`src/grs_pkg.sv`:
```
// Shared types, widths, register codes and the 2^(-k/16) table for the
// Gaussian rejection sampler. No dependencies.
package grs_pkg;

  localparam int UNIFORM_BITS       = 16;
  localparam int VELOCITY_FRAC_BITS = 20;

  localparam int HR_W   = 21;
  localparam int CFG_W  = 16;
  localparam int VEL_W  = 22;
  localparam int MAG_W  = HR_W;
  localparam int SPAN_W = HR_W + 1;
  localparam int SPAN_PROD_W = SPAN_W + UNIFORM_BITS;
  localparam int HGT_PROD_W  = CFG_W + UNIFORM_BITS;

  localparam int SQ_W     = 2 * MAG_W;
  localparam int PART_W   = SQ_W / 2;
  localparam int PP_W     = CFG_W + PART_W;
  localparam int PROD_W   = CFG_W + SQ_W;
  localparam int X_SHIFT  = 2 * VELOCITY_FRAC_BITS - 12;
  localparam int X_W      = PROD_W - X_SHIFT;
  localparam int XCUT_W   = 21;
  localparam int LOG2E_W  = 17;
  localparam int Y_FULL_W = XCUT_W + LOG2E_W;
  localparam int Y_W      = Y_FULL_W - 16;
  localparam int N_W      = Y_W - 16;
  localparam int TAB_W    = 17;
  localparam int DIFF_W   = 12;
  localparam int DR_W     = 2 * DIFF_W;
  localparam int DENS_PROD_W = CFG_W + TAB_W;

  localparam logic [LOG2E_W-1:0] LOG2E_Q16 = 17'd94548;

  localparam int REG_IDX_W = 2;
  localparam int CFG_DATA_W = HR_W;
  localparam logic [REG_IDX_W-1:0] REG_HALF_RANGE      = 2'd0;
  localparam logic [REG_IDX_W-1:0] REG_ENVELOPE_HEIGHT = 2'd1;
  localparam logic [REG_IDX_W-1:0] REG_EXP_COEFFICIENT = 2'd2;
  localparam logic [REG_IDX_W-1:0] REG_DENSITY_PEAK    = 2'd3;

  localparam logic [HR_W-1:0]  RST_HALF_RANGE      = 21'd157286;
  localparam logic [CFG_W-1:0] RST_ENVELOPE_HEIGHT = 16'd26624;
  localparam logic [CFG_W-1:0] RST_EXP_COEFFICIENT = 16'd8368;
  localparam logic [CFG_W-1:0] RST_DENSITY_PEAK    = 16'd26419;

  localparam int FRONT_STAGES = 2;
  localparam int QUEUE_DEPTH  = 4;
  localparam int QUEUE_AW     = $clog2(QUEUE_DEPTH);
  localparam int BACK_STAGES  = 8;
  localparam int CAPACITY     = FRONT_STAGES + QUEUE_DEPTH + BACK_STAGES;

  typedef struct packed {
    logic [HR_W-1:0]  half_range;
    logic [CFG_W-1:0] envelope_height;
    logic [CFG_W-1:0] exp_coefficient;
    logic [CFG_W-1:0] density_peak;
  } grs_cfg_t;

  typedef struct packed {
    logic signed [VEL_W-1:0] velocity;
    logic [MAG_W-1:0]        mag;
    logic [CFG_W-1:0]        height;
  } grs_item_t;

  function automatic logic [TAB_W-1:0] pow2_neg(input logic [4:0] idx);
    logic [TAB_W-1:0] val;
    case (idx)
      5'd0:  val = 17'd65536;
      5'd1:  val = 17'd62757;
      5'd2:  val = 17'd60097;
      5'd3:  val = 17'd57549;
      5'd4:  val = 17'd55109;
      5'd5:  val = 17'd52773;
      5'd6:  val = 17'd50535;
      5'd7:  val = 17'd48393;
      5'd8:  val = 17'd46341;
      5'd9:  val = 17'd44376;
      5'd10: val = 17'd42495;
      5'd11: val = 17'd40693;
      5'd12: val = 17'd38968;
      5'd13: val = 17'd37316;
      5'd14: val = 17'd35734;
      5'd15: val = 17'd34219;
      default: val = 17'd32768;
    endcase
    return val;
  endfunction

endpackage

```
`src/grs_channels.sv`:
```


interface grs_out_if;
  logic                              valid;
  logic                              ready;
  logic signed [grs_pkg::VEL_W-1:0]  velocity;
  logic                              accepted;
  modport source (output valid, velocity, accepted, input ready);
  modport sink (input valid, velocity, accepted, output ready);
endinterface

```
`src/grs_back.sv`:
```
// Back end: squares the velocity, forms the exponent, evaluates the density
// through the exp table and compares it with the height. Depends on grs_pkg.
module grs_back (
  input  logic               clk,
  input  logic               rst,
  input  grs_pkg::grs_cfg_t  cfg,
  input  grs_pkg::grs_item_t head,
  input  logic               empty,
  output logic               pop,
  grs_out_if.source          trials
);
  import grs_pkg::*;

  logic [BACK_STAGES:1]    valid;
  logic [BACK_STAGES:1]    en;
  logic signed [VEL_W-1:0] vel_pipe [1:BACK_STAGES];
  logic [CFG_W-1:0]        hgt_pipe [1:BACK_STAGES-1];
  logic                    big_pipe [3:6];

  logic [SQ_W-1:0]         sq;
  logic [SQ_W-1:0]         sq_next;
  logic [PP_W-1:0]         pp_lo;
  logic [PP_W-1:0]         pp_hi;
  logic [PP_W-1:0]         pp_lo_next;
  logic [PP_W-1:0]         pp_hi_next;
  logic [PROD_W-1:0]       prod_sum;
  logic [X_W-1:0]          x_full;
  logic [XCUT_W-1:0]       x_low;
  logic [Y_FULL_W-1:0]     y_full;
  logic [Y_W-1:0]          y;
  logic [N_W-1:0]          n_next;
  logic [3:0]              tab_idx;
  logic [DIFF_W-1:0]       tab_frac;
  logic [TAB_W-1:0]        tab_hi;
  logic [TAB_W-1:0]        tab_lo;
  logic [TAB_W-1:0]        tab_diff;
  logic [DR_W-1:0]         dr_next;
  logic [TAB_W-1:0]        hi5;
  logic [DR_W-1:0]         dr5;
  logic [N_W-1:0]          n5;
  logic [TAB_W-1:0]        interp;
  logic [TAB_W-1:0]        shifted;
  logic [TAB_W-1:0]        e6;
  logic [DENS_PROD_W-1:0]  dens_next;
  logic [DENS_PROD_W-1:0]  dens7;
  logic                    accepted8;

  always_comb begin
    en[BACK_STAGES] = !valid[BACK_STAGES] || trials.ready;
    for (int k = BACK_STAGES - 1; k >= 1; k--) begin
      en[k] = !valid[k] || en[k+1];
    end
  end

  assign pop = en[1] && !empty;

  always_ff @(posedge clk) begin
    if (rst) begin
      valid <= '0;
    end else begin
      if (en[1]) begin
        valid[1] <= !empty;
      end
      for (int k = 2; k <= BACK_STAGES; k++) begin
        if (en[k]) begin
          valid[k] <= valid[k-1];
        end
      end
    end
  end

  assign sq_next    = head.mag * head.mag;
  assign pp_lo_next = cfg.exp_coefficient * sq[PART_W-1:0];
  assign pp_hi_next = cfg.exp_coefficient * sq[SQ_W-1:PART_W];
  assign prod_sum   = {pp_hi, {PART_W{1'b0}}} + {{PART_W{1'b0}}, pp_lo};
  assign x_full     = prod_sum[PROD_W-1:X_SHIFT];
  assign y_full     = x_low * LOG2E_Q16;
  assign n_next     = y[Y_W-1:16];
  assign tab_idx    = y[15:12];
  assign tab_frac   = y[11:0];
  assign tab_hi     = pow2_neg({1'b0, tab_idx});
  assign tab_lo     = pow2_neg({1'b0, tab_idx} + 5'd1);
  assign tab_diff   = tab_hi - tab_lo;
  assign dr_next    = tab_diff[DIFF_W-1:0] * tab_frac;
  assign interp     = hi5 - {{(TAB_W-DIFF_W){1'b0}}, dr5[DR_W-1:DIFF_W]};
  assign shifted    = interp >> n5;
  assign dens_next  = cfg.density_peak * e6;

  always_ff @(posedge clk) begin
    if (en[1]) begin
      sq          <= sq_next;
      vel_pipe[1] <= head.velocity;
      hgt_pipe[1] <= head.height;
    end
    if (en[2]) begin
      pp_lo <= pp_lo_next;
      pp_hi <= pp_hi_next;
    end
    if (en[3]) begin
      x_low       <= x_full[XCUT_W-1:0];
      big_pipe[3] <= |x_full[X_W-1:XCUT_W];
    end
    if (en[4]) begin
      y           <= y_full[Y_FULL_W-1:16];
      big_pipe[4] <= big_pipe[3];
    end
    if (en[5]) begin
      hi5         <= tab_hi;
      dr5         <= dr_next;
      n5          <= n_next;
      big_pipe[5] <= big_pipe[4];
    end
    if (en[6]) begin
      e6          <= big_pipe[5] ? '0 : shifted;
      big_pipe[6] <= big_pipe[5];
    end
    if (en[7]) begin
      dens7 <= big_pipe[6] ? '0 : dens_next;
    end
    if (en[8]) begin
      accepted8 <= dens7[DENS_PROD_W-1:16] >= {1'b0, hgt_pipe[7]};
    end
    for (int k = 2; k <= BACK_STAGES; k++) begin
      if (en[k]) begin
        vel_pipe[k] <= vel_pipe[k-1];
      end
    end
    for (int k = 2; k <= BACK_STAGES - 1; k++) begin
      if (en[k]) begin
        hgt_pipe[k] <= hgt_pipe[k-1];
      end
    end
  end

  assign trials.valid    = valid[BACK_STAGES];
  assign trials.velocity = vel_pipe[BACK_STAGES];
  assign trials.accepted = accepted8;

endmodule

```
`src/flat_wrapper.sv`:
```
// flat-port wrapper written by rule: the top's interface ports become plain ports
module grs_back_flat import grs_pkg::*;
  (clk, rst, cfg, head, empty, pop, trials_valid, trials_velocity, trials_accepted, trials_ready);
  grs_out_if trials_i ();
  input  logic clk;
  input  logic rst;
  input  grs_pkg::grs_cfg_t cfg;
  input  grs_pkg::grs_item_t head;
  input  logic empty;
  output logic pop;
  output wire logic [$bits(trials_i.valid)-1:0] trials_valid;
  output wire logic [$bits(trials_i.velocity)-1:0] trials_velocity;
  output wire logic [$bits(trials_i.accepted)-1:0] trials_accepted;
  input wire logic [$bits(trials_i.ready)-1:0] trials_ready;
  assign trials_valid = trials_i.valid;
  assign trials_velocity = trials_i.velocity;
  assign trials_accepted = trials_i.accepted;
  assign trials_i.ready = trials_ready;
  grs_back u_core (.clk(clk), .rst(rst), .cfg(cfg), .head(head), .empty(empty), .pop(pop), .trials(trials_i));
endmodule
```
`config.mk`:
```
export PLATFORM = sky130hd
export DESIGN_NAME = grs_back_flat
export DESIGN_NICKNAME = d
export VERILOG_FILES = /design/src/grs_pkg.sv /design/src/grs_channels.sv /design/src/grs_back.sv /design/src/flat_wrapper.sv
export SDC_FILE = /design/constraint.sdc
export NUM_CORES = 2
export LEC_CHECK = 0
export BUFFER_PORTS_ARGS = -buffer_cell sky130_fd_sc_hd__buf_4
export CORE_MARGIN = 4
export CORE_UTILIZATION = 60
export CTS_CLUSTER_DIAMETER = 60
export DETAILED_ROUTE_END_ITERATION = 16
export GPL_TIMING_DRIVEN = 1
export PLACE_DENSITY = 0.76
export SETUP_SLACK_MARGIN = 0.02
export SYNTH_ARGS = -nofsm -noshare
export SYNTH_HDL_FRONTEND = slang
export SYNTH_SLANG_ARGS = --single-unit
```
`constraint.sdc`:
```
create_clock -name clk -period 7.95 [get_ports clk]
set_input_delay 0.3975 -clock clk [delete_from_list [all_inputs] [get_ports clk]]
set_output_delay 0.3975 -clock clk [all_outputs]
set_load 0.01 [all_outputs]
```
# Word-level counts from Yosys, hierarchy flattened
# Memory sizes are Yosys's and may differ from the RTL's. A register that Yosys moved wholly into a read port is not among the register bits.
# Cells that the tools add are included.
# totals
n_memories	5
mem_bits_rw	292
rom_bits	544
regBits	265
inputBits	132
# memory_table
name	words	word_bits	read_ports	rd_clocked_by_memory_dff	write_ports	line	rtl
(name not given)	16	17	1	0	0	grs_pkg.sv:67	case (idx)
(name not given)	16	17	1	1	0	grs_pkg.sv:67	
u_core.vel_pipe	8	22	8	0	8	grs_back.sv:16	logic signed [VEL_W-1:0] vel_pipe [1:BACK_STAGES];
u_core.hgt_pipe	7	16	7	0	7	grs_back.sv:17	logic [CFG_W-1:0] hgt_pipe [1:BACK_STAGES-1];
u_core.big_pipe	4	1	4	0	4	grs_back.sv:18	logic big_pipe [3:6];
# classes
muxes	18
n_mul	6
order_cmp	1
reduce_logical	19
n_addsub	4
n_shift	1
# op_table
op	n
16-bit by 21-bit multiplier with 37-bit output	2
58-bit by 37-bit adder with 58-bit output	1
21-bit by 21-bit multiplier with 42-bit output	1
21-bit by 15-bit multiplier with 36-bit output (second input constant)	1
16-bit by 17-bit multiplier with 33-bit output	1
12-bit by 12-bit multiplier with 24-bit output	1
17-bit by 16-bit greater-or-equal comparator with 1-bit output	1
17-bit by 6-bit right shift with 17-bit output	1
17-bit by 12-bit subtractor with 17-bit output	1
1-bit 2-to-1 mux	16
12-bit 2-to-1 mux	1
12-bit subtractor	1
1-bit zero test	9
9-bit OR reduction	1
1-bit logical OR	8
4-bit by 1-bit adder with 5-bit output (second input constant)	1
4-bit 2-to-1 mux	1
1-bit logical AND	1

# Depth between registers and ports, before layout
# logic_depth
word_depth	11
depth_mapped	37
mapped_depth_nobuf	35

# Worst setup path after synthesis
# Ideal clock, no wire load.
# synth_path
path_type	register -> register
start	reg u_core.y[13]
end	reg u_core.dr5[23], data pin
setup_time_ns	0.260
stages_incl_launch_ff	36
period_less_slack_ns	8.086
setup_slack_ns	-0.136
t_arrival_ns	7.826
cell_sequence	edfxtp_1 > ha_1 > ha_1 > clkbuf_1 > clkbuf_1 > a21oi_1 > a21oi_1 > nand2_1 > fa_1 > a21o_1 > a21oi_1 > o21bai_1 > a21oi_1 > o21bai_1 > a21oi_1 > a311o_1 > clkbuf_1 > nand2_1 > fa_1 > inv_1 > fa_1 > fa_1 > fa_1 > inv_1 > fa_1 > inv_1 > ha_1 > a21oi_1 > nor2b_1 > nor2_1 > nor2_1 > a211oi_1 > o31ai_1 > a211o_1 > a21oi_1 > xnor2_1
# synth_between
elab_chain_len	5
# synth_rtl
item	line	rtl
from (decl)	grs_back.sv:30	logic [Y_W-1:0] y;
from (signal assigned)	grs_back.sv:104	y <= y_full[Y_FULL_W-1:16];
4-bit by 1-bit adder with 5-bit output *	grs_back.sv:82	assign tab_lo = pow2_neg({1'b0, tab_idx} + 5'd1);
memory 16 x 17 bit	n/a	
12-bit 2-to-1 mux *	grs_pkg.sv:67	
12-bit subtractor *	grs_back.sv:83	assign tab_diff = tab_hi - tab_lo;
12-bit by 12-bit multiplier with 24-bit output *	grs_back.sv:84	assign dr_next = tab_diff[DIFF_W-1:0] * tab_frac;
named net u_core.dr_next[23]	grs_back.sv:37	logic [DR_W-1:0] dr_next;
to (signal assigned)	grs_back.sv:109	dr5 <= dr_next;
to (decl)	grs_back.sv:39	logic [DR_W-1:0] dr5;
# Mark *: on every way through the listed nets, which the timed path passes. The rest lies on a longest branch.
# A chain may end at the register's enable or synchronous reset.

# Worst setup path in the final report
# layout_path
start	reg u_core.y[12]
end	reg u_core.dr5[23], data pin
# Same word-level chain as after synthesis.

==> run metrics <==
status finished, final reports clean; Mapped Nets between 8000 and 9000; Clock Path Buffers 3; RSZ-0062 raised after global routing true; Register Area about 15000 µm²; FF+latch count, synth 524; Num CTS Buffers 58; crit path time final a little under 8000 ps; Post-Syn Instances 6770; chip height ~350 µm; RD Place Congestion about 0.9; fin crit share 97.8%; crit-path most repeated cell fa_1; final wirelength roughly 160000 µm; most frequent cells in the layout 1460 x inv_1, 1225 x fa_1, 878 x nand2_1; area of the multi-input gates slightly below 50000 µm²; worst path bufs/invs 6; Layout area overhead 7.30%; r2r startpoint u_core.y[12]$_DFFE_PN_; drt first pass iters 6; CP Launch Point u_core.y[12]$_DFFE_PN_; first-pass GRT wire length 262000 µm; crit end category flip-flop; clk_lat worst skew about 680 ps; root buf cell clkbuf_16; number of distinct library cells after synthesis 98; effective utilization at floorplan 60.4%; Hold Crit Start rst; post-synthesis sequential area ratio between 20% and 30%; # IOs roughly 160; Avg Inst Size Synth 10.4 µm²; Fillers slightly below 9000; CP peak stage delay roughly 530 ps; aggregate global-route resource usage between 20% and 30%; Setup violations, final 0; final non-filler cell total between 8000 and 9000; Worst Path Arrival 8140 ps; CP top delay family adder cells; Setup Skew between 60 and 70 ps; number of synthesized flops with an enable pin 499; Rows about 130; share of cells above drive strength 1 just over 6%; Synth Warn # 0; initial antenna violation count 7; vias in the first global route 51400; most common cell after layout, fill and taps aside inv_1; WP data required between 8000 and 9000 ps; clk sinks between 500 and 600; DR vias 46800; hold_ws between 40 and 50 ps; Die X between 300 and 400 µm; WS Path Type flip-flop to flip-flop; Post-Syn Area 70300 µm²; CORE AREA roughly 120000 µm²; DRC 0; largest net degree at the start of global routing between 80 and 90; Iteration-0 DRC Markers ~3000; Clock Pin Slew Worst Setup and Hold Paths 60 ps; Post-synth ARST share 0%; Routed Antenna Nets 0; critical-path maximum fanout 4; port bufs 119; NumNets Final 8947; H-tree depth 2; CTS tree yes; Critical Path Start Type flip-flop; DP Area between 70000 and 80000 µm²; total gr overflow 0; Detailed Place HPWL about 120000 µm; Slew @ Worst Pin between 1000 and 1500 ps; Routed WL per cell roughly 19 µm; CP max stage cell fa_1; Hold Fails Final Rpt 0; setup TNS 0 ps; number of vias per cell between 5 and 6; Placed Cells a little over 8000; post-route cell area 75500 µm²; Max Freq ~130 MHz; max-slew headroom at the worst pin around a quarter; HP Class input pin to flip-flop; Max-cap violations 0; Die Area about 120000 µm²; Slew Limit Fails 0; top_reg_cell synth edfxtp_1
[path summary, 6_finish.rpt]
check | to | slack, ps | cells past startpoint
worst max-delay path | u_core.dr5[23]$_DFFE_PP_ | 170 | 35
worst min-delay path | u_core.valid[2]$_SDFFE_PP0P_ | 50 | 2
worst max register to register | u_core.dr5[23]$_DFFE_PP_ | 170 | 35
worst min register to register | u_core.hgt_pipe[0][38]$_DFFE_PP_ | 400 | 0
[cells in the mapped netlist (all sizes together) (29+ instances only)]
cell type | count | area, µm²
a21o | 69 | 521
buf | 29 | 205
nor2b | 35 | 226
inv | 1468 | 5510
a21oi | 151 | 763
nand2 | 883 | 3310
o21ai | 85 | 425
nor3 | 37 | 190
ha | 758 | 9480
o21a | 29 | 218
xor2 | 63 | 552
xnor2 | 130 | 1160
nand3 | 42 | 210
edfxtp | 499 | 15000
a211oi | 42 | 320
nor2 | 171 | 642
clkbuf | 235 | 935
and2 | 465 | 2910
nand4 | 30 | 188
fa | 1227 | 24600
[metrics by stage]
stage	setup WS [ps]	utilization (%)
after floorplan	58.4	-
after global placement	35.0	62.4
after detailed placement	-69.1	62.4
after CTS	21.5	64.5
after global routing	-261	64.9
final	175	64.9
[per-layer routing]
layer / GRT usage [%] / routed length [µm] / vias up
met4: 9.44 / 5950 / 2
li1: - / - / 21100
met1: 33.9 / 62600 / 23800
met2: 47.2 / 80400 / 1571
met5: 0 / 18 / -
met3: 3.79 / 10200 / 375
[state kept, by name, indices dropped and copies added (netlist names), 16 cells and up]
register / cells
u_core.y: 22
u_core.hgt_pipe: 112
u_core.x_low: 21
u_core.hi5: 17
u_core.e6: 17
u_core.tab_hi: 17
u_core.sq: 41
u_core.pp_hi: 37
u_core.pp_lo: 16
u_core.vel_pipe: 176
u_core.dens7: 17
[cells by family (layout without fill, tap and decap cells)]
logic type	count (synthesis)	after routing	synth area share [%]
adders and majority gates	1985	1985	48.4
DFF	524	524	22.0
and+or+nand+nor	1767	1767	12.0
buffers and inverters	1733	1842	9.47
muxes	31	31	0.587
xor gates and xnor gates	193	193	2.43
AOI/OAI and AO/OA	537	537	5.13
other	0	3	0
[final cells by class]
cell class / count / share of cell area, %
Clock buffer: 66 / 1.96
Timing Repair Buffer: 265 / 2.82
Inverter: 1468 / 7.30
Antenna cell: 3 / 0.00995
Multi-Input combinational cell: 4513 / 64.3
Sequential cell: 524 / 20.5
Tap cell: 1524 / 2.53
Clock inverter: 43 / 0.605
[what timing repair did]
| item | CTS | global route |
|---|---|---|
| hold buffers | 39 | 0 |
| endpoints found under the hold margin | 39 | 0 |
| pin swaps | 22 | 44 |
| endpoints found under the setup margin | 5 | 12 |
| gates resized for setup | 16 | 47 |
| setup buffers | 3 | 20 |
Power is not shown: default switching activity piles up to over one toggle a cycle in this logic, so the estimate is an artifact.
