===== config.mk =====
export PLATFORM = sky130hd
export DESIGN_NAME = grs_queue
export DESIGN_NICKNAME = d
export VERILOG_FILES = /design/src/grs_pkg.sv /design/src/grs_queue.sv
export SDC_FILE = /design/constraint.sdc
export NUM_CORES = 1
export LEC_CHECK = 0
export BUFFER_PORTS_ARGS = -buffer_cell sky130_fd_sc_hd__buf_2
export CAP_MARGIN = 15
export CORE_MARGIN = 1
export CORE_UTILIZATION = 51
export DETAILED_ROUTE_END_ITERATION = 12
export HOLD_SLACK_MARGIN = 0.1
export PLACE_DENSITY_LB_ADDON = 0.12
export SLEW_MARGIN = 20
export SYNTH_ARGS = -nofsm -noshare
export SYNTH_HDL_FRONTEND = slang
export SYNTH_SLANG_ARGS = --single-unit

===== constraint.sdc =====
create_clock -name clk -period 2.5 [get_ports clk]
set_clock_uncertainty 0.05 [all_clocks]
set_input_delay 0.125 -clock clk [delete_from_list [all_inputs] [get_ports clk]]
set_output_delay 0.125 -clock clk [all_outputs]
set_load 0.02 [all_outputs]

===== src/grs_pkg.sv =====
// Shared types, widths, register codes and the 2^(-k/16) table for the
// Gaussian rejection sampler. No dependencies.
package grs_pkg;

  localparam int UNIFORM_BITS       = 16;
  localparam int VELOCITY_FRAC_BITS = 20;

  localparam int HR_W   = 21;
  localparam int CFG_W  = 16;
  localparam int VEL_W  = 22;
  localparam int MAG_W  = HR_W;
  localparam int SPAN_W = HR_W + 1;
  localparam int SPAN_PROD_W = SPAN_W + UNIFORM_BITS;
  localparam int HGT_PROD_W  = CFG_W + UNIFORM_BITS;

  localparam int SQ_W     = 2 * MAG_W;
  localparam int PART_W   = SQ_W / 2;
  localparam int PP_W     = CFG_W + PART_W;
  localparam int PROD_W   = CFG_W + SQ_W;
  localparam int X_SHIFT  = 2 * VELOCITY_FRAC_BITS - 12;
  localparam int X_W      = PROD_W - X_SHIFT;
  localparam int XCUT_W   = 21;
  localparam int LOG2E_W  = 17;
  localparam int Y_FULL_W = XCUT_W + LOG2E_W;
  localparam int Y_W      = Y_FULL_W - 16;
  localparam int N_W      = Y_W - 16;
  localparam int TAB_W    = 17;
  localparam int DIFF_W   = 12;
  localparam int DR_W     = 2 * DIFF_W;
  localparam int DENS_PROD_W = CFG_W + TAB_W;

  localparam logic [LOG2E_W-1:0] LOG2E_Q16 = 17'd94548;

  localparam int REG_IDX_W = 2;
  localparam int CFG_DATA_W = HR_W;
  localparam logic [REG_IDX_W-1:0] REG_HALF_RANGE      = 2'd0;
  localparam logic [REG_IDX_W-1:0] REG_ENVELOPE_HEIGHT = 2'd1;
  localparam logic [REG_IDX_W-1:0] REG_EXP_COEFFICIENT = 2'd2;
  localparam logic [REG_IDX_W-1:0] REG_DENSITY_PEAK    = 2'd3;

  localparam logic [HR_W-1:0]  RST_HALF_RANGE      = 21'd157286;
  localparam logic [CFG_W-1:0] RST_ENVELOPE_HEIGHT = 16'd26624;
  localparam logic [CFG_W-1:0] RST_EXP_COEFFICIENT = 16'd8368;
  localparam logic [CFG_W-1:0] RST_DENSITY_PEAK    = 16'd26419;

  localparam int FRONT_STAGES = 2;
  localparam int QUEUE_DEPTH  = 4;
  localparam int QUEUE_AW     = $clog2(QUEUE_DEPTH);
  localparam int BACK_STAGES  = 8;
  localparam int CAPACITY     = FRONT_STAGES + QUEUE_DEPTH + BACK_STAGES;

  typedef struct packed {
    logic [HR_W-1:0]  half_range;
    logic [CFG_W-1:0] envelope_height;
    logic [CFG_W-1:0] exp_coefficient;
    logic [CFG_W-1:0] density_peak;
  } grs_cfg_t;

  typedef struct packed {
    logic signed [VEL_W-1:0] velocity;
    logic [MAG_W-1:0]        mag;
    logic [CFG_W-1:0]        height;
  } grs_item_t;

  function automatic logic [TAB_W-1:0] pow2_neg(input logic [4:0] idx);
    logic [TAB_W-1:0] val;
    case (idx)
      5'd0:  val = 17'd65536;
      5'd1:  val = 17'd62757;
      5'd2:  val = 17'd60097;
      5'd3:  val = 17'd57549;
      5'd4:  val = 17'd55109;
      5'd5:  val = 17'd52773;
      5'd6:  val = 17'd50535;
      5'd7:  val = 17'd48393;
      5'd8:  val = 17'd46341;
      5'd9:  val = 17'd44376;
      5'd10: val = 17'd42495;
      5'd11: val = 17'd40693;
      5'd12: val = 17'd38968;
      5'd13: val = 17'd37316;
      5'd14: val = 17'd35734;
      5'd15: val = 17'd34219;
      default: val = 17'd32768;
    endcase
    return val;
  endfunction

endpackage


===== src/grs_queue.sv =====
// Short FIFO between the front and back ends of the sampler.
// Depends on grs_pkg for the entry type and depth.
module grs_queue (
  input  logic               clk,
  input  logic               rst,
  input  logic               push,
  input  grs_pkg::grs_item_t push_item,
  input  logic               pop,
  output grs_pkg::grs_item_t head,
  output logic               full,
  output logic               empty
);
  import grs_pkg::*;

  grs_item_t           entries [QUEUE_DEPTH];
  logic [QUEUE_AW-1:0] wr_ptr;
  logic [QUEUE_AW-1:0] rd_ptr;
  logic [QUEUE_AW:0]   count;

  assign full  = (count == (QUEUE_AW+1)'(QUEUE_DEPTH));
  assign empty = (count == '0);
  assign head  = entries[rd_ptr];

  always_ff @(posedge clk) begin
    if (push) begin
      entries[wr_ptr] <= push_item;
    end
  end

  always_ff @(posedge clk) begin
    if (rst) begin
      wr_ptr <= '0;
      rd_ptr <= '0;
      count  <= '0;
    end else begin
      if (push) begin
        wr_ptr <= wr_ptr + 1'b1;
      end
      if (pop) begin
        rd_ptr <= rd_ptr + 1'b1;
      end
      if (push && !pop) begin
        count <= count + 1'b1;
      end else if (pop && !push) begin
        count <= count - 1'b1;
      end
    end
  end

endmodule


# After elaboration in Yosys (flattened, before gate mapping)
# Memory sizes are Yosys's and may differ from the RTL's. A register that Yosys moved wholly into a read port is not among the register bits.
# Cells that the tools add are included.
# Widths: inputs -> output; s select.
op_classes:
  n_addsub: 4
  eq_ne: 1
  mux: 6
  n_reduce_logical: 6
op_table:
  columns: ["cell", "count"]
  rows:
  - ["$mux 3", 2]
  - ["$add 2x1->2 const B", 2]
  - ["$mux 2", 2]
  - ["$add 3x1->3 const B", 1]
  - ["$eq 3x3->1 const B", 1]
  - ["$logic_not 3->1", 1]
  - ["$sub 3x1->3 const B", 1]
  - ["$logic_and 1x1->1", 2]
  - ["$logic_not 1->1", 2]
  - ["$mux 1", 2]
  - ["$reduce_bool 2->1", 1]
word_totals:
  ff_bits: 7
  ramBits: 236
  in_bits: 63
  out_inout_bits: 61
  word_cells: 21
  memories: 1
mem_list:
  columns: ["name", "depth", "width", "rd", "rd_clocked_by_memory_dff", "write_ports", "line_no", "rtl"]
  rows:
  - ["entries", 4, 59, 1, 1, 1, "grs_queue.sv:15", "grs_item_t entries [QUEUE_DEPTH];"]

# Longest topological paths before layout
# Gate-level depths: netlist (run 1).
logic_depth:
  depth_word: 4
  ltp_mapped: 7

# Worst setup path before layout (run 1)
# OpenSTA, ideal clock, no wires.
synth_timing:
  path_type: "register -> register"
  from: "reg wr_ptr[0]"
  to: "mem entries[2][0] in the netlist's numbering (enable)"
  t_arrival_ps: 1936
  required_time_ps: 2027
  path_slack_ps: 91
  stages_incl_launch_ff: 4
  n_path_buf: 0
  path_cell_list: "dfxtp_1 inv_1 ha_1 and2_1"
synth_rtl:
  columns: ["item", "line_no", "rtl"]
  rows:
  - ["from (decl)", "grs_queue.sv:16", "logic [QUEUE_AW-1:0] wr_ptr;"]
  - ["from (signal assigned)", "grs_queue.sv:37", "wr_ptr <= wr_ptr + 1'b1;"]
  - ["to (decl)", "grs_queue.sv:15", null]
# No word-level cell before the write port.

==> results of run 1 <==
## critical path, stage by stage, from the launching register on
cell	delay (ns)
dfxtp_4	0.35
buf_12	0.41
mux4_2	0.60
buf_2	0.18
## routing by layer
layer  vias up  global-route usage [%]  routed length, um
met5         -                       0                  0
met4         0                   4.744                259
met3        25                   3.116                754
met2       126                   30.71               7993
met1      2187                   23.57               6658
li1       1905                       -                  -
## synthesized netlist by cell type
| cell type | instances | area [um2] |
|---|---|---|
| edfxtp_1 | 236 | 7087 |
| mux4_2 | 59 | 1329 |
| dfxtp_1 | 9 | 180.2 |
| nor2_1 | 7 | 26.28 |
| clkbuf_1 | 5 | 18.77 |
| ha_1 | 5 | 62.56 |
| and2_1 | 4 | 25.02 |
| buf_4 | 4 | 30.03 |
| inv_1 | 4 | 15.01 |
| buf_2 | 3 | 15.01 |
| xor2_1 | 3 | 26.28 |
| buf_12 | 2 | 40.04 |
| mux2i_1 | 2 | 20.02 |
| xnor2_1 | 2 | 17.52 |
| a21oi_1 | 1 | 5.000 |
| buf_6 | 1 | 11.26 |
| fa_1 | 1 | 20.02 |
| nand2_1 | 1 | 3.750 |
| nor3_1 | 1 | 5.000 |
| nor3b_1 | 1 | 7.510 |
| o21ai_0 | 1 | 5.000 |
| or3_1 | 1 | 6.260 |
## kinds of logic after synthesis
kind of cell,count (synthesis),synth area share (%)
AOI/OAI and AO/OA,2,0.1117
xor gates and xnor gates,5,0.4891
adders and majority gates,6,0.9221
buffers and inverters,19,1.453
DFF,245,81.14
muxes,61,15.06
and+or+nand+nor,15,0.8242
## worst max path at each step
stage / startpoint / to / slack (ns) / cells past startpoint
after CTS: register / head[2] / 0.20 / 3
after floorplan: wr_ptr[0] / entries[2][0] / 0.09 / 3
after global routing: register / head[2] / 0.15 / 3
after global placement: register / head[2] / 0.75 / 3
after detailed placement: register / head[2] / 0.74 / 3
final: register / head[2] / 0.26 / 3
## power by group
| group | leakage, uW | switching (uW) | internal, uW |
|---|---|---|---|
| registers | 0.00224 | 63.2 | 4710 |
| clock network | 0.000430 | 1450 | 2440 |
| logic | 0.00125 | 582 | 473 |
## what timing repair did
item                       in CTS  in global routing
hold endpoints to repair      245                  0
hold buffers                   63                  0
setup endpoints to repair       0                  0
buffers inserted                0                  0
## cell type report
cell class | instances | area [um2]
sequential | 245 | 7274
fill | 1157 | 5851
multi-input combinational | 89 | 1569
timing repair buffer | 192 | 1366
clock buffer | 25 | 625.6
tap | 225 | 281.5
clock inverter | 19 | 254.0
inverter | 4 | 15.01
## registers in the layout (all words and copies together), names as in the netlist, named ones only
signal,flops
entries,236
count,3
rd_ptr,2
wr_ptr,2
## per-stage QoR
stage | setup WS (ns) | total power, uW | cells | hold WS (ns) | util (%)
2_1_floorplan | 0.09120 | 5508 | 353 | 0.1739 | -
3_3_place_gp | 0.7531 | 5830 | 692 | 0.2839 | 57.30
3_5_place_dp | 0.7415 | 5859 | 692 | 0.2923 | 57.30
4_1_cts | 0.1975 | 9838 | 799 | 0.3023 | 66.06
5_1_grt | 0.1495 | 10040 | 799 | 0.3202 | 66.06
6_report | 0.2621 | 9723 | 799 | 0.3201 | 66.06
==> summary.txt, run 1 <==
Run status
  • Status: finished, final reports clean

Synth
  • Mapped Area: 8956 um2
  • Mean Syn Cell Area: 25.37 um2
  • Synthesis-stage register bit count: 245
  • Mapped Cells: 353
  • Synthesis Warnings: 0
  • Seq/Total Area, Yosys: 81.14%
  • Post-synthesis net count: 422
  • Synth unique cells: 22

CTS
  • Clk_lat worst skew: approximately 0.5 ns
  • CTS buffer count: 24
  • Worst-case clock buffer depth: 3
  • Root Driver: clkbuf_16
  • CTS Sinks: 245
  • TritonCTS clock tree: yes
  • CTS H-tree depth: 1
  • CTS-repair resized insts: 0
  • Reg clk slew, reported paths: 0.06 ns

Route
  • DRT Pass-1 Iters: 4
  • DRC: 0
  • Via density: 5.310
  • Wire per inst: just under 20 um
  • Post-Route WL: about 16,000 um
  • Post-route ant nets: 0
  • First DRT Iteration DRCs: 286
  • Routed vias: between 4k and 5k

Global route
  • Pin count of the biggest net entering global routing: 60
  • Congestion Overflow GR: 0
  • GRT Total Usage: 17.77%
  • Initial antenna violation count: 0
  • Vias in the first global route: roughly 4.5k
  • First-pass GRT wire length: 24,130 um

Layout
  • Most frequent cells in the layout: edfxtp_1 (236), buf_2 (123), dlygate4sd3_1 (63), mux4_2 (59), clkbuf_16 (25)
  • Layout area overhead: 27.13%
  • Most common cell after layout, fill and taps aside: edfxtp_1
  • Fin area: ~11,000 um2
  • Layout cell share with drive strength beyond 1: 40.94%
  • Layout net count: 625
  • ANT cells: 0

STA
  • Measured slew at the worst slew-check pin: 0.4968 ns
  • Slew Viols, Final: 0
  • Final setup viols: 0
  • Peak Freq: 0.4468 GHz
  • RSZ-0062 raised after global routing: no
  • Min cycle time layout: about 2.2 ns
  • Final hold violation count: 0
  • Crit share post-route: 89.52%
  • Max-slew headroom: about 67%
  • TNS Setup: 0 ns

Worst hold path
  • Hold wc startpoint: push_item[8]
  • Hold/Removal Path Class: in2reg
  • Hold path depth: 2
  • Hold path endpoint: entries[3][8]

Worst setup path
  • Reg2reg setup slack: 0.79 ns
  • Reg-to-reg startpoint: wr_ptr[0]
  • CP arrival: 2.06 ns
  • Worst setup SP type: register
  • Worst Reg-to-Reg Cells: 4
  • Worst EP required: 2.33 ns
  • Critical path capture point type: output pin
  • Worst flop-to-flop path endpoint: entries[2][19]
  • Crit path kind: reg2out
  • CP Max Fanout: 59

Floorplanning
  • Row count: 48
  • IO Pins: about 120
  • Core outline area: around 17,000 um2
  • Die area: approximately 18,000 um2
  • Die extent in x: 134.5 um
  • Initial Util: roughly half
  • Die H: 134.5 um

Place
  • GP Congestion: 0.6919
  • Post-DP HPWL: 8798 um
  • Port-buffer cells: 123
  • Dpl cell area: 9876 um2

Power and ir drop
  • Leakage: 0.003925 uW
  • Max VDD drop: 0.5455 mV
  • Power Density: 853.9 nW/um2

Job
  • Max cap viols: 0
Note: power is estimated with default switching activity, not from simulation.
==> run 2, diff against run 1 <==
CORE_UTILIZATION = 35   (was 51)
==> run 2 against run 1 <==
Against the previous run: non-clock buffer count grew 10; via count grew 0.92%; power shrank 4.9%; cell count grew 14%; clock-buffer cell count grew 9; combinational power grew 4%; first-iteration DRC count grew 3.8%; routed wire length grew 9.9%; sequential power is essentially flat; critical path depth is the same; sequential share of layout area shrank 0.45 points.
==> summary.txt, run 2 (same netlist as run 1, synthesis figures left out) <==
CTS
  • Worst-case clock buffer depth: 3 (unchanged)
  • Setup Fix Bufs, Post-CTS: 0 (unchanged)
  • CTS H-tree depth: 1 (unchanged)
  • CTS Sinks: 245 (unchanged)
  • Clk_lat worst skew: 0.51 ns (about the same)
  • TritonCTS clock tree: yes
  • Root Driver: clkbuf_16
  • Reg clk slew, reported paths: 0.06 ns (about the same)
  • CTS buffer count: 26 (+8.3%)

Worst setup path
  • Worst EP required: 2.33 ns (about the same)
  • CP Max Fanout: 21 (-64%)
  • CP endpoint: head[50]
  • CP arrival: 1.99 ns (-0.07 ns)
  • Worst Reg-to-Reg Cells: 4 (unchanged)
  • Reg2reg setup slack: 0.84 ns (+0.05 ns)
  • Worst setup SP type: register
  • Reg-to-reg startpoint: wr_ptr[0]
  • Worst flop-to-flop path endpoint: entries[0][4]
  • Crit path kind: reg2out
  • Critical path capture point type: output pin

Route
  • Routed vias: 4,282 (+0.92%)
  • Post-route ant nets: 0 (unchanged)
  • DRC: 0 (unchanged)
  • Post-Route WL: 17,220 um (+9.9%)
  • Wire per inst: 18.84 um (-3.9%)
  • Via density: 4.685 (-12%)
  • First DRT Iteration DRCs: 297 (+3.8%)
  • DRT Pass-1 Iters: 4 (unchanged)

Layout
  • Layout cell share with drive strength beyond 1: 39.90% (-1.0 points)
  • Max reg flops: 236 (unchanged)
  • Fill cells: 2,212 (+91%)
  • Fin area: 11,470 um2 (+0.71%)
  • Layout net count: 637 (+1.9%)
  • Non-Filler Instances: 914 (+14%)
  • ANT cells: 0 (unchanged)
  • Registers with the most flip-flops: entries x236, count x3
  • Layout area overhead: 28.04%
  • Core Util, Final: 45.67% (-20 points)
  • Register name with the most flops: entries
  • Most frequent cells in the layout: edfxtp_1 (236), buf_2 (123), dlygate4sd3_1 (62), mux4_2 (59), clkbuf_16 (27)
  • Most common cell after layout, fill and taps aside: edfxtp_1

Power and ir drop
  • Power Density: 806.6 nW/um2 (-5.5%)
  • Pwr Total: 9249 uW (-4.9%)
  • Max VDD drop: 0.4688 mV (-14%)
  • Leakage: 0.003912 uW (-0.34%)

STA
  • Peak Freq: 0.4610 GHz (+3.2%)
  • Max-slew headroom: 66.52% (-0.36 points)
  • Final setup viols: 0 (unchanged)
  • Final hold violation count: 0 (unchanged)
  • RSZ-0062 raised after global routing: no
  • Min cycle time layout: 2.169 ns (-0.06894 ns)
  • TNS Setup: 0 ns (unchanged)
  • Slew Viols, Final: 0 (unchanged)
  • Crit share post-route: 86.76% (-2.8 points)
  • Measured slew at the worst slew-check pin: 0.5022 ns (+0.005338 ns)

Global route
  • First-pass GRT wire length: 26,960 um (+12%)
  • Vias in the first global route: 4,642 (+4.0%)
  • Congestion Overflow GR: 0 (unchanged)
  • Initial antenna violation count: 0 (unchanged)
  • GRT Total Usage: 13.65% (-4.1 points)
  • Pin count of the biggest net entering global routing: 42 (-30%)

Floorplanning
  • Die extent in x: 162.0 um (+20%)
  • Initial Util: 35.67% (-16 points)
  • IO Pins: 124 (unchanged)
  • Row count: 58 (+21%)
  • Die H: 162.0 um (+20%)
  • Die area: 26,230 um2 (+45%)
  • Core outline area: 25,110 um2 (+46%)

Place
  • Post-DP HPWL: 10,520 um (+20%)
  • GP Congestion: 0.6438 (-7.0%)
  • Dpl cell area: 10,100 um2 (+2.3%)
  • Placed Cells: 808 (+17%)
  • Port-buffer cells: 123 (unchanged)

Worst hold path
  • Hold/Removal Path Class: in2reg

Job
  • Max cap viols: 0 (unchanged)

Run status
  • Status: finished, final reports clean
run 2: cell types whose count changed in the layout (fill, tap and decap cells not counted), sizes merged:
| cell | delta |
|---|---|
| dlygate4sd3 | -1 |
| clkinv | -1 |
| bufinv | -6 |
| clkinvlp | -2 |
| clkbuf | +9 |
| buf | +11 |
run 2: worst min path at each step:
stage                           endpoint          start  slack [ns]  depth (start not counted)
after floorplan            entries[0][0]   push_item[0]        0.17                          0
after global routing       entries[2][9]   push_item[9]        0.30                          2
after global placement    entries[0][36]  push_item[36]        0.29                          1
after detailed placement  entries[0][47]  push_item[47]        0.29                          1
final                     entries[2][15]  push_item[15]        0.31                          2
after CTS                 entries[2][15]  push_item[15]        0.28                          2
run 2: cell type report:
cell class              instances  area [um2]  area share (%)
well taps                     330       412.9           3.601
flip-flops and latches        245        7274           63.44
multi-input cells              89        1569           13.68
clock inverters                10       42.54          0.3710
clock buffers                  34       701.9           6.121
repair buffers                202        1451           12.66
inverters                       4       15.01          0.1309
run 2: report_power, final:
group	leakage, uW	switching (uW)	internal (uW)
logic	0.00131	602	489
clock network	0.000359	1430	1950
registers	0.00224	64.3	4710
total	0.00391	2100	7150
run 2: through the flow:
| stage | hold WS [ns] | worst slack, ns |
|---|---|---|
| 5_1_grt | 0.3025 | 0.2130 |
| 3_3_place_gp | 0.2871 | 0.8121 |
| 2_1_floorplan | 0.1739 | 0.09120 |
| 6_report | 0.3087 | 0.3310 |
| 3_5_place_dp | 0.2920 | 0.7987 |
| 4_1_cts | 0.2821 | 0.2514 |
run 2: critical path: stages (launching register included):
cell     delay, ns
dfxtp_4       0.59
buf_4         0.34
mux4_2        0.36
buf_2         0.18
run 2: routing by layer:
layer	vias up	global-route usage [%]	wire length (um)	part of all wire, %
met5	-	0	0	0
met4	0	3.859	376	2.2
met3	27	2.962	887	5.2
met2	113	21.36	8125	47
met1	2220	19.28	7827	45
li1	1922	-	-	-
run 2: what timing repair did:
item                                    CTS  global route
hold buffers                             62             0
endpoints found under the setup margin    0             0
endpoints found under the hold margin   245             0
gates resized for setup                   0             0
