### src/grs_pkg.sv
// Shared types, widths, register codes and the 2^(-k/16) table for the
// Gaussian rejection sampler. No dependencies.
package grs_pkg;

  localparam int UNIFORM_BITS       = 16;
  localparam int VELOCITY_FRAC_BITS = 20;

  localparam int HR_W   = 21;
  localparam int CFG_W  = 16;
  localparam int VEL_W  = 22;
  localparam int MAG_W  = HR_W;
  localparam int SPAN_W = HR_W + 1;
  localparam int SPAN_PROD_W = SPAN_W + UNIFORM_BITS;
  localparam int HGT_PROD_W  = CFG_W + UNIFORM_BITS;

  localparam int SQ_W     = 2 * MAG_W;
  localparam int PART_W   = SQ_W / 2;
  localparam int PP_W     = CFG_W + PART_W;
  localparam int PROD_W   = CFG_W + SQ_W;
  localparam int X_SHIFT  = 2 * VELOCITY_FRAC_BITS - 12;
  localparam int X_W      = PROD_W - X_SHIFT;
  localparam int XCUT_W   = 21;
  localparam int LOG2E_W  = 17;
  localparam int Y_FULL_W = XCUT_W + LOG2E_W;
  localparam int Y_W      = Y_FULL_W - 16;
  localparam int N_W      = Y_W - 16;
  localparam int TAB_W    = 17;
  localparam int DIFF_W   = 12;
  localparam int DR_W     = 2 * DIFF_W;
  localparam int DENS_PROD_W = CFG_W + TAB_W;

  localparam logic [LOG2E_W-1:0] LOG2E_Q16 = 17'd94548;

  localparam int REG_IDX_W = 2;
  localparam int CFG_DATA_W = HR_W;
  localparam logic [REG_IDX_W-1:0] REG_HALF_RANGE      = 2'd0;
  localparam logic [REG_IDX_W-1:0] REG_ENVELOPE_HEIGHT = 2'd1;
  localparam logic [REG_IDX_W-1:0] REG_EXP_COEFFICIENT = 2'd2;
  localparam logic [REG_IDX_W-1:0] REG_DENSITY_PEAK    = 2'd3;

  localparam logic [HR_W-1:0]  RST_HALF_RANGE      = 21'd157286;
  localparam logic [CFG_W-1:0] RST_ENVELOPE_HEIGHT = 16'd26624;
  localparam logic [CFG_W-1:0] RST_EXP_COEFFICIENT = 16'd8368;
  localparam logic [CFG_W-1:0] RST_DENSITY_PEAK    = 16'd26419;

  localparam int FRONT_STAGES = 2;
  localparam int QUEUE_DEPTH  = 4;
  localparam int QUEUE_AW     = $clog2(QUEUE_DEPTH);
  localparam int BACK_STAGES  = 8;
  localparam int CAPACITY     = FRONT_STAGES + QUEUE_DEPTH + BACK_STAGES;

  typedef struct packed {
    logic [HR_W-1:0]  half_range;
    logic [CFG_W-1:0] envelope_height;
    logic [CFG_W-1:0] exp_coefficient;
    logic [CFG_W-1:0] density_peak;
  } grs_cfg_t;

  typedef struct packed {
    logic signed [VEL_W-1:0] velocity;
    logic [MAG_W-1:0]        mag;
    logic [CFG_W-1:0]        height;
  } grs_item_t;

  function automatic logic [TAB_W-1:0] pow2_neg(input logic [4:0] idx);
    logic [TAB_W-1:0] val;
    case (idx)
      5'd0:  val = 17'd65536;
      5'd1:  val = 17'd62757;
      5'd2:  val = 17'd60097;
      5'd3:  val = 17'd57549;
      5'd4:  val = 17'd55109;
      5'd5:  val = 17'd52773;
      5'd6:  val = 17'd50535;
      5'd7:  val = 17'd48393;
      5'd8:  val = 17'd46341;
      5'd9:  val = 17'd44376;
      5'd10: val = 17'd42495;
      5'd11: val = 17'd40693;
      5'd12: val = 17'd38968;
      5'd13: val = 17'd37316;
      5'd14: val = 17'd35734;
      5'd15: val = 17'd34219;
      default: val = 17'd32768;
    endcase
    return val;
  endfunction

endpackage

### src/grs_channels.sv
// Valid/ready channel interfaces for the sampler's input words and results.
// Depends on grs_pkg for payload widths.
interface grs_in_if;
  logic                              valid;
  logic                              ready;
  logic [grs_pkg::UNIFORM_BITS-1:0]  uniform_a;
  logic [grs_pkg::UNIFORM_BITS-1:0]  uniform_b;
  modport source (output valid, uniform_a, uniform_b, input ready);
  modport sink (input valid, uniform_a, uniform_b, output ready);
endinterface


### src/grs_front.sv
// Front end: takes uniform words, forms the candidate velocity, its
// magnitude and the envelope height. Depends on grs_pkg and grs_in_if.
module grs_front (
  input  logic               clk,
  input  logic               rst,
  grs_in_if.sink             samples,
  input  grs_pkg::grs_cfg_t  cfg,
  input  logic               full,
  output logic               push,
  output grs_pkg::grs_item_t push_item
);
  import grs_pkg::*;

  logic                    valid1;
  logic                    valid2;
  logic                    en1;
  logic                    en2;
  logic [SPAN_PROD_W-1:0]  span_prod;
  logic [HGT_PROD_W-1:0]   hgt_prod;
  logic [SPAN_PROD_W-1:0]  span_prod_next;
  logic [HGT_PROD_W-1:0]   hgt_prod_next;
  logic [SPAN_W-1:0]       span;
  logic [SPAN_W-1:0]       scaled;
  logic signed [VEL_W:0]   vel_wide;
  logic signed [VEL_W:0]   mag_wide;
  grs_item_t               item;

  assign en2 = !valid2 || !full;
  assign en1 = !valid1 || en2;
  assign samples.ready = en1;
  assign push = valid2 && !full;

  assign span = {cfg.half_range, 1'b0};
  assign span_prod_next = span * samples.uniform_a;
  assign hgt_prod_next = cfg.envelope_height * samples.uniform_b;

  assign scaled = span_prod[SPAN_PROD_W-1:UNIFORM_BITS];
  assign vel_wide = $signed({1'b0, scaled}) - $signed({2'b00, cfg.half_range});
  assign mag_wide = vel_wide[VEL_W] ? -vel_wide : vel_wide;

  always_ff @(posedge clk) begin
    if (rst) begin
      valid1 <= 1'b0;
      valid2 <= 1'b0;
    end else begin
      if (en1) begin
        valid1 <= samples.valid;
      end
      if (en2) begin
        valid2 <= valid1;
      end
    end
  end

  always_ff @(posedge clk) begin
    if (en1) begin
      span_prod <= span_prod_next;
      hgt_prod  <= hgt_prod_next;
    end
    if (en2) begin
      item.velocity <= vel_wide[VEL_W-1:0];
      item.mag      <= mag_wide[MAG_W-1:0];
      item.height   <= hgt_prod[HGT_PROD_W-1:UNIFORM_BITS];
    end
  end

  assign push_item = item;

endmodule

### src/flat_wrapper.sv
// flat-port wrapper written by rule: the top's interface ports become plain ports
module grs_front_flat import grs_pkg::*;
  (clk, rst, cfg, full, push, push_item, samples_valid, samples_uniform_a, samples_uniform_b, samples_ready);
  grs_in_if samples_i ();
  input  logic clk;
  input  logic rst;
  input  grs_pkg::grs_cfg_t cfg;
  input  logic full;
  output logic push;
  output grs_pkg::grs_item_t push_item;
  input wire logic [$bits(samples_i.valid)-1:0] samples_valid;
  input wire logic [$bits(samples_i.uniform_a)-1:0] samples_uniform_a;
  input wire logic [$bits(samples_i.uniform_b)-1:0] samples_uniform_b;
  output wire logic [$bits(samples_i.ready)-1:0] samples_ready;
  assign samples_i.valid = samples_valid;
  assign samples_i.uniform_a = samples_uniform_a;
  assign samples_i.uniform_b = samples_uniform_b;
  assign samples_ready = samples_i.ready;
  grs_front u_core (.clk(clk), .rst(rst), .samples(samples_i), .cfg(cfg), .full(full), .push(push), .push_item(push_item));
endmodule
### config.mk
export PLATFORM = sky130hd
export DESIGN_NAME = grs_front_flat
export DESIGN_NICKNAME = d
export VERILOG_FILES = /design/src/grs_pkg.sv /design/src/grs_channels.sv /design/src/grs_front.sv /design/src/flat_wrapper.sv
export SDC_FILE = /design/constraint.sdc
export NUM_CORES = 1
export LEC_CHECK = 0
export BUFFER_PORTS_ARGS = -buffer_cell sky130_fd_sc_hd__buf_2
export CORE_MARGIN = 10
export CORE_UTILIZATION = 55
export CTS_CLUSTER_DIAMETER = 40
export DETAILED_ROUTE_END_ITERATION = 8
export PLACE_DENSITY = 0.78
export RECOVER_POWER = 100
export SLEW_MARGIN = 25
export SYNTH_ARGS = -nofsm -noshare
export SYNTH_HDL_FRONTEND = slang
export SYNTH_SLANG_ARGS = --single-unit
### constraint.sdc
create_clock -name clk -period 12.8 [get_ports clk]
set_clock_uncertainty 0.05 [all_clocks]
set_input_delay 1.28 -clock clk [delete_from_list [all_inputs] [get_ports clk]]
set_output_delay 1.28 -clock clk [all_outputs]
set_load 0.01 [all_outputs]
Yosys cells after proc, flatten, opt, wreduce, memory -nomap -nowiden --
Index checks and enable logic that the tools add are counted. W data, S select, Z words.
Storage, ports and cells: flip-flop bits (word level) 130, input port bits 105, output and inout port bits 61, logic and storage cells 18
Cells by class: add/subtract/negate cells 2, multiply operators 2, muxes and demuxes 1, reductions and logical operators 6
Operators by type and width (count):
- $mul A21 B16 Y37 | 1
- $mul A16 B16 Y32 | 1
- $sub A22 B21 Y23 | 1
- $mux W21 | 1
- $neg A21 Y21 | 1
- $logic_not A1 Y1 | 3
- $logic_or A1 B1 Y1 | 2
- $logic_and A1 B1 Y1 | 1

Depth between registers and ports, before layout --
Gate-level depths: netlist of run 1.
depth in word-level cells 3, depth in mapped cells 24, mapped depth without buffers 23

Worst setup path before layout of run 1 --
OpenSTA, ideal clock, no wires.
path type input-to-reg, from in cfg[57] (netlist bit), to reg u_core.span_prod[37], data pin, library setup time 0.260 ns, arrival 7.083 ns, required time 12.490 ns, slack 5.407 ns, stages 24, buffers on the path 2, cell sequence clkbuf_1 > clkbuf_1 > nand2_1 > fa_1 > inv_1 > fa_1 > inv_1 > fa_1 > inv_1 > fa_1 > inv_1 > fa_1 > inv_1 > fa_1 > ha_1 > a21o_1 > a21o_1 > a2111oi_2 > o211ai_1 > o211ai_1 > a21oi_1 > a2111oi_2 > o21bai_1 > xnor2_1
Between the ends: cells in the longest elaborated chain, start to end 1
RTL lines:
- from (decl) | line flat_wrapper.sv:7 | input grs_pkg::grs_cfg_t cfg;
- $mul A21 B16 Y37 | line grs_front.sv:34 | assign span_prod_next = span * samples.uniform_a;
- net u_core.span_prod_next[37] | line grs_front.sv:20 | logic [SPAN_PROD_W-1:0] span_prod_next;
- to (signal assigned) | line grs_front.sv:57 | span_prod <= span_prod_next;
- to (decl) | line grs_front.sv:18 | logic [SPAN_PROD_W-1:0] span_prod;
The timed path passes the listed nets, and every way through them passes these cells. A chain may end at the register's enable or synchronous reset.

Worst setup path after layout of run 1 --
from in cfg[52] (netlist bit), to reg u_core.span_prod[37], data pin
Same word-level chain as after synthesis.

==> results.ini, run 1 <==
[clock_network]
cts_tree=done
cts.hold.buffers_added=0
cts_resized=0
clk_pin_slew_ns=0.08
postCtsSetupRepairBufs=0
numCtsBuffers=9
cts.sinks=98
clkLatencyLatePin_ns=0.36
cts_root_buf=clkbuf_16
h-tree-depth=3
cts_buffer_depth=2

[detailed_routing]
vias=17100
final_antenna_net_count=0
wl_um=55200
drtIter0Drc=1377
routedWlPerCell_um=17.9
dr.pass1.iters=5
viasPerCell=5.56
drc=0

[synth]
synth.area.mux_share_pct=0.136
synth_common_cells=inv_1, fa_1, nand2_1, ha_1, and2_1
synth.top_cell.area_share_pct=39.7
synthFlopType=edfxtp_1
synth_cell_types=65
synthXorXnorAreaFrac_pct=2.66
syn_nets=3282
synth_edf_count=96
async_flop_share_pct=0
yosysTopAreaCell=fa_1
yosys.area_share.simple_pct=15.6
netlist_area_mm2=0.0230
seq_area_frac_synth_pct=12.7
synth-compound-area-share_pct=5.36
synth_cells=2491
ys_seq_elements=98
synth_top_family_by_area=adder cells
synth_fa_ha_area_share_pct=52.1
synth_area_per_cell_um2=9.25
yosysWarnings=0
synth_most_common_cell=inv_1
synth_area_leaders=fa_1, edfxtp_1, ha_1, inv_1, nand2_1

[status]
violations=capacitance limit, slew limit
status=complete, but fails checks

[floorplanning]
placementRows=74
coreArea_mm2=0.0411
start_util_pct=56.1
die_y_um=225
die_x_um=225
dieArea_mm2=0.0505
ios=166

[setup_path]
arrival_ns=8.70
critPathMaxFanout=17
start_kind=input port
cp-end-kind=register
worst-setup-path-type=input port to register
cp.required_ns=12.86

[run]
maxCapViolCount=2

[grt]
grt_max_degree=59
antenna_found_initial=0
overflow=0
first_global_vias=18800
grt.total_usage_pct=22.7
grt_pass1_wl_um=92800

[timing]
rsz0062_at_grt=no
fin_crit_ns=8.64
slew_headroom_pct=-112
maxSlewViolCount=100
setup_viol_count_final=0
tightestPinTransition_ns=3.19
fmax_mhz=116
finalSetupTns_ns=0
fin_crit_sh_pct=67.5
finalHoldViolCount=0

[placed_design]
gp_congestion=0.921
hpwl_um=43200
portBuffers=133

[min_path]
hold_path_class=register to register

[final_layout]
fillers=3483
area_delta_synth_final_pct=4.91
diodes=0
layout.nets=3331
drive_gt1_share_pct=3.69

-- per-stage QoR --
step	utilization, %	instances	instance area [um^2]	setup WS [ns]	hold WS (ns)
after floorplan	-	2491	23000	5.41	0.350
after global placement	58.5	3061	24000	4.82	0.356
after detailed placement	58.5	3061	24000	4.72	0.357
after CTS	59.2	3077	24300	5.11	0.375
after global routing	58.8	3077	24200	3.85	0.383
final	58.8	3077	24200	4.16	0.367
-- placed cells by master (no fill, tap or decap), types with 11 or more instances in the layout --
| master | Yosys | layout |
|---|---|---|
| nor2b_1 | 11 | 11 |
| xnor2_1 | 44 | 44 |
| nor2_1 | 58 | 59 |
| nand3_1 | 16 | 15 |
| a21o_1 | 14 | 14 |
| o21a_1 | 14 | 14 |
| o211ai_1 | 12 | 12 |
| clkbuf_1 | 89 | 68 |
| inv_1 | 603 | 603 |
| fa_1 | 457 | 457 |
| ha_1 | 229 | 229 |
| edfxtp_1 | 96 | 96 |
| o21ai_0 | 18 | 24 |
| buf_2 | 4 | 68 |
| a21oi_1 | 56 | 56 |
| nand2_1 | 396 | 396 |
| xor2_1 | 26 | 26 |
| and2_1 | 221 | 218 |
-- final cells by class --
class	instances	area [um^2]	share of cell area (%)
clock buffers	9	225	0.931
clock inverters	7	81.3	0.336
inverters	603	2260	9.36
multi-input cells	1692	17400	72.1
flip-flops and latches	98	2920	12.1
well taps	532	666	2.75
repair buffers	136	596	2.46
-- registers in the layout (all words and copies together) (netlist names) --
| register | flops |
|---|---|
| u_core.hgt_prod | 16 |
| u_core.valid1 | 1 |
| u_core.valid2 | 1 |
| u_core.push_item | 58 |
| u_core.span_prod | 22 |
-- cell families after synthesis --
| kind of cell | count (synthesis) |
|---|---|
| buffers and inverters | 701 |
| AO/OA/AOI/OAI | 181 |
| multiplexers | 3 |
| AND/OR/NAND/NOR | 752 |
| flip-flops | 98 |
| adder cells (fa/ha/maj) | 686 |
| XOR/XNOR | 70 |
-- worst max-delay path, stage by stage --
cell       delay [ns]
clkbuf_1         0.72
nand2_1          0.17
fa_1             0.54
inv_1            0.05
fa_1             0.42
fa_1             0.49
inv_1            0.05
fa_1             0.52
inv_1            0.05
fa_1             0.45
fa_1             0.39
ha_1             0.37
a21o_1           0.18
a21o_1           0.18
a2111oi_0        1.04
o211ai_1         0.29
o211ai_1         0.33
a21oi_1          0.12
a2111oi_0        0.72
o21bai_1         0.16
xnor2_1          0.16
-- per-layer routing --
layer | track usage (%) | vias up | routed length [um]
met1 | 27.7 | 8604 | 20800
met3 | 4.45 | 150 | 4770
met4 | 7.48 | 0 | 1800
li1 | - | 7566 | -
met2 | 39.9 | 785 | 27800
met5 | 0 | - | 0
-- path summary, 6_finish.rpt --
check / from / endpoint / slack [ns] / cells past startpoint
min: u_core.hgt_prod[16] / u_core.push_item[0] / 0.37 / 0
max: cfg[52] / u_core.span_prod[37] / 4.16 / 21
min reg2reg: u_core.hgt_prod[16] / u_core.push_item[0] / 0.37 / 0
max reg2reg: u_core.span_prod[16] / u_core.push_item[36] / 8.66 / 13
Power of run 1 is not shown: default switching activity piles up to over one toggle a cycle in this logic, so the estimate is an artifact.
==> run 2: changes to the inputs <==
ABC_AREA = 1   (was not set)
PLACE_DENSITY = 0.77   (was 0.78)
clock period = 8.5 ns   (was 12.8 ns; I/O delays follow)
==> run 2 against run 1 <==
Net effect: the run still ends with capacitance limit, slew limit left; highest routed layer is now met5; sequential cell count unchanged; global-route usage decreased by 0.24 points; final area grew 9.3%; critical endpoint is now u_core.span_prod[25]; worst setup slack got worse by 2.4 ns; synthesized cell count grew 33%; sequential share of layout area shrank 1.0 points.
==> results.ini, run 2 <==
[setup_path]
r2r_cells=14  ; was 13
cp.required_ns=8.53  ; was 12.86 ns
reg2reg_to=u_core.push_item[33]  ; was u_core.push_item[36]
ff2ff_setup_slack_ns=4.59  ; was 8.66 ns
critPathMaxFanout=17  ; unchanged
start_kind=input port  ; unchanged
r2r-start=u_core.span_prod[16]  ; unchanged
worst-setup-path-type=input port to register  ; unchanged
cp-end-kind=register  ; unchanged
arrival_ns=6.75  ; was 8.70 ns

[grt]
grt.total_usage_pct=22.5  ; was 22.7%
grt_max_degree=41  ; was 59
grt_pass1_wl_um=104000  ; was 92800 um
antenna_found_initial=1  ; was 0
overflow=0  ; unchanged
first_global_vias=21400  ; was 18.8k

[timing]
fin_crit_ns=6.73
fmax_mhz=149
setup_viol_count_final=0  ; unchanged
worst_slack_ns=1.77  ; was 4.16 ns
finalSetupTns_ns=0  ; unchanged
slew_headroom_pct=-29.3  ; was -112%
tightestPinTransition_ns=1.93  ; was 3.19 ns
maxSlewViolCount=101  ; was 100
fin_crit_sh_pct=79.2
rsz0062_at_grt=no  ; unchanged
finalHoldViolCount=0  ; unchanged

[floorplanning]
coreArea_mm2=0.0455  ; was 0.0411 mm^2
dieArea_mm2=0.0551  ; was 0.0505 mm^2
die_x_um=235  ; was 225 um
die_y_um=235  ; was 225 um
ios=166  ; unchanged
placementRows=78  ; was 74
start_util_pct=55.8  ; was 56.1%

[clock_network]
postCtsSetupRepairBufs=0  ; unchanged
cts_buffer_depth=2  ; unchanged
h-tree-depth=3  ; unchanged
clkLatencyLatePin_ns=0.34  ; was 0.36 ns
cts_root_buf=clkbuf_16  ; unchanged
cts_resized=0  ; unchanged
cts.sinks=98  ; unchanged
cts.hold.buffers_added=0  ; unchanged
numCtsBuffers=9  ; unchanged
cts_tree=done  ; unchanged
clk_pin_slew_ns=0.07  ; was 0.08 ns

[detailed_routing]
vias=20100  ; was 17.1k
wl_um=60700  ; was 55200 um
drtIter0Drc=1268  ; was 1377
final_antenna_net_count=0  ; unchanged
drc=0  ; unchanged
viasPerCell=5.12  ; was 5.56
dr.pass1.iters=8  ; was 5
routedWlPerCell_um=15.5  ; was 17.9 um

[synth]
ys_seq_elements=98  ; unchanged
synth_area_leaders=fa_1, inv_1, nand2_1, edfxtp_1, ha_1  ; was fa_1, edfxtp_1, ha_1, inv_1, nand2_1
async_flop_share_pct=0  ; unchanged
synth_area_per_cell_um2=7.67  ; was 9.25 um^2
synthFlopType=edfxtp_1  ; unchanged
synth_common_cells=inv_1, nand2_1, fa_1, ha_1, clkbuf_1  ; was inv_1, fa_1, nand2_1, ha_1, and2_1
synth_most_common_cell=inv_1  ; unchanged
syn_nets=4098  ; was 3282
netlist_area_mm2=0.0254  ; was 0.0230 mm^2
synth_cell_types=47  ; was 65
yosysWarnings=0  ; unchanged
synth_edf_count=96  ; unchanged
synth.top_cell.area_share_pct=36.1  ; was 39.7%
synth_cells=3307  ; was 2491
yosysTopAreaCell=fa_1  ; unchanged
seq_area_frac_synth_pct=11.5  ; was 12.7%

[final_layout]
fillers=4249  ; was 3483
area_delta_synth_final_pct=4.19  ; was 4.91%
final_cell_mix=inv_1, nand2_1, fa_1  ; was inv_1, fa_1, nand2_1
final_common_cell=inv_1  ; unchanged
drive_gt1_share_pct=3.86  ; was 3.69%
largest_register_ffs=58  ; unchanged
layout.nets=4105  ; was 3331
stdcell_area_mm2=0.0264  ; was 0.0242 mm^2
postLayoutCoreUtil_pct=58.1  ; was 58.8%

[min_path]
holdCritStartpoint=u_core.hgt_prod[22]  ; was u_core.hgt_prod[16]
whs_endpoint=u_core.push_item[6]  ; was u_core.push_item[0]
hold_depth=0  ; unchanged
hold_path_class=register to register  ; unchanged

[status]
status=complete, but fails checks  ; unchanged
violations=capacitance limit, slew limit  ; unchanged

[placed_design]
gp_congestion=0.941  ; was 0.921
portBuffers=133  ; unchanged
hpwl_um=50100  ; was 43200 um
place_ws_ns=1.87  ; was 4.72 ns
place_area_mm2=0.0263  ; was 0.0240 mm^2

[run]
maxCapViolCount=3  ; was 2

-- run 2: layout make-up --
type | instances | area (um^2) | area share, %
tap | 600 | 751 | 2.84
multi-input combinational | 2120 | 18300 | 69.2
clock inverter | 7 | 75.1 | 0.284
sequential | 98 | 2920 | 11.1
antenna | 1 | 2.50 | 0.00947
timing repair buffer | 134 | 588 | 2.23
inverter | 951 | 3570 | 13.5
clock buffer | 9 | 225 | 0.852
-- run 2: critical path: stages --
cell      delay [ns]
clkbuf_1        0.82
nand2_1         0.19
fa_1            0.58
inv_1           0.06
fa_1            0.50
inv_1           0.05
fa_1            0.55
inv_1           0.05
fa_1            0.49
inv_1           0.05
fa_1            0.38
fa_1            0.53
inv_1           0.04
ha_1            0.33
a21oi_1         0.23
o21ai_0         0.15
a21oi_1         0.15
nand2_1         0.09
a21oi_1         0.29
o21ai_0         0.17
xor2_1          0.20
-- run 2: metal layers --
layer | track usage [%] | part of all wire (%)
met1 | 27.5 | 41
met2 | 41.0 | 51
met3 | 2.96 | 6.6
met4 | 5.36 | 1.6
met5 | 0.623 | 0.084
-- run 2: logic make-up after synthesis --
family / Yosys count / share of synthesized area [%]
flops: 98 / 11.5
xor+xnor: 44 / 1.55
fa+ha+maj: 686 / 47.4
buf+inv: 1089 / 16.2
compound gates: 176 / 3.90
simple gates: 1214 / 19.5
-- run 2: how the worst max path moves through the flow --
stage                               startpoint                    to  cells past startpoint
final                                  cfg[55]  u_core.span_prod[25]                     21
after global routing                   cfg[55]  u_core.span_prod[25]                     21
after CTS                 samples_uniform_a[1]  u_core.span_prod[25]                     21
after detailed placement  samples_uniform_a[1]  u_core.span_prod[25]                     21
after global placement    samples_uniform_a[1]  u_core.span_prod[25]                     21
after floorplan           samples_uniform_a[1]  u_core.span_prod[25]                     22
-- run 2: per-stage QoR --
| step | instances | hold WS, ns |
|---|---|---|
| after floorplan | 3307 | 0.350 |
| after global placement | 3903 | 0.352 |
| after detailed placement | 3903 | 0.355 |
| after CTS | 3919 | 0.371 |
| after global routing | 3920 | 0.379 |
| final | 3920 | 0.372 |
Power of run 2 is left out for the same reason.
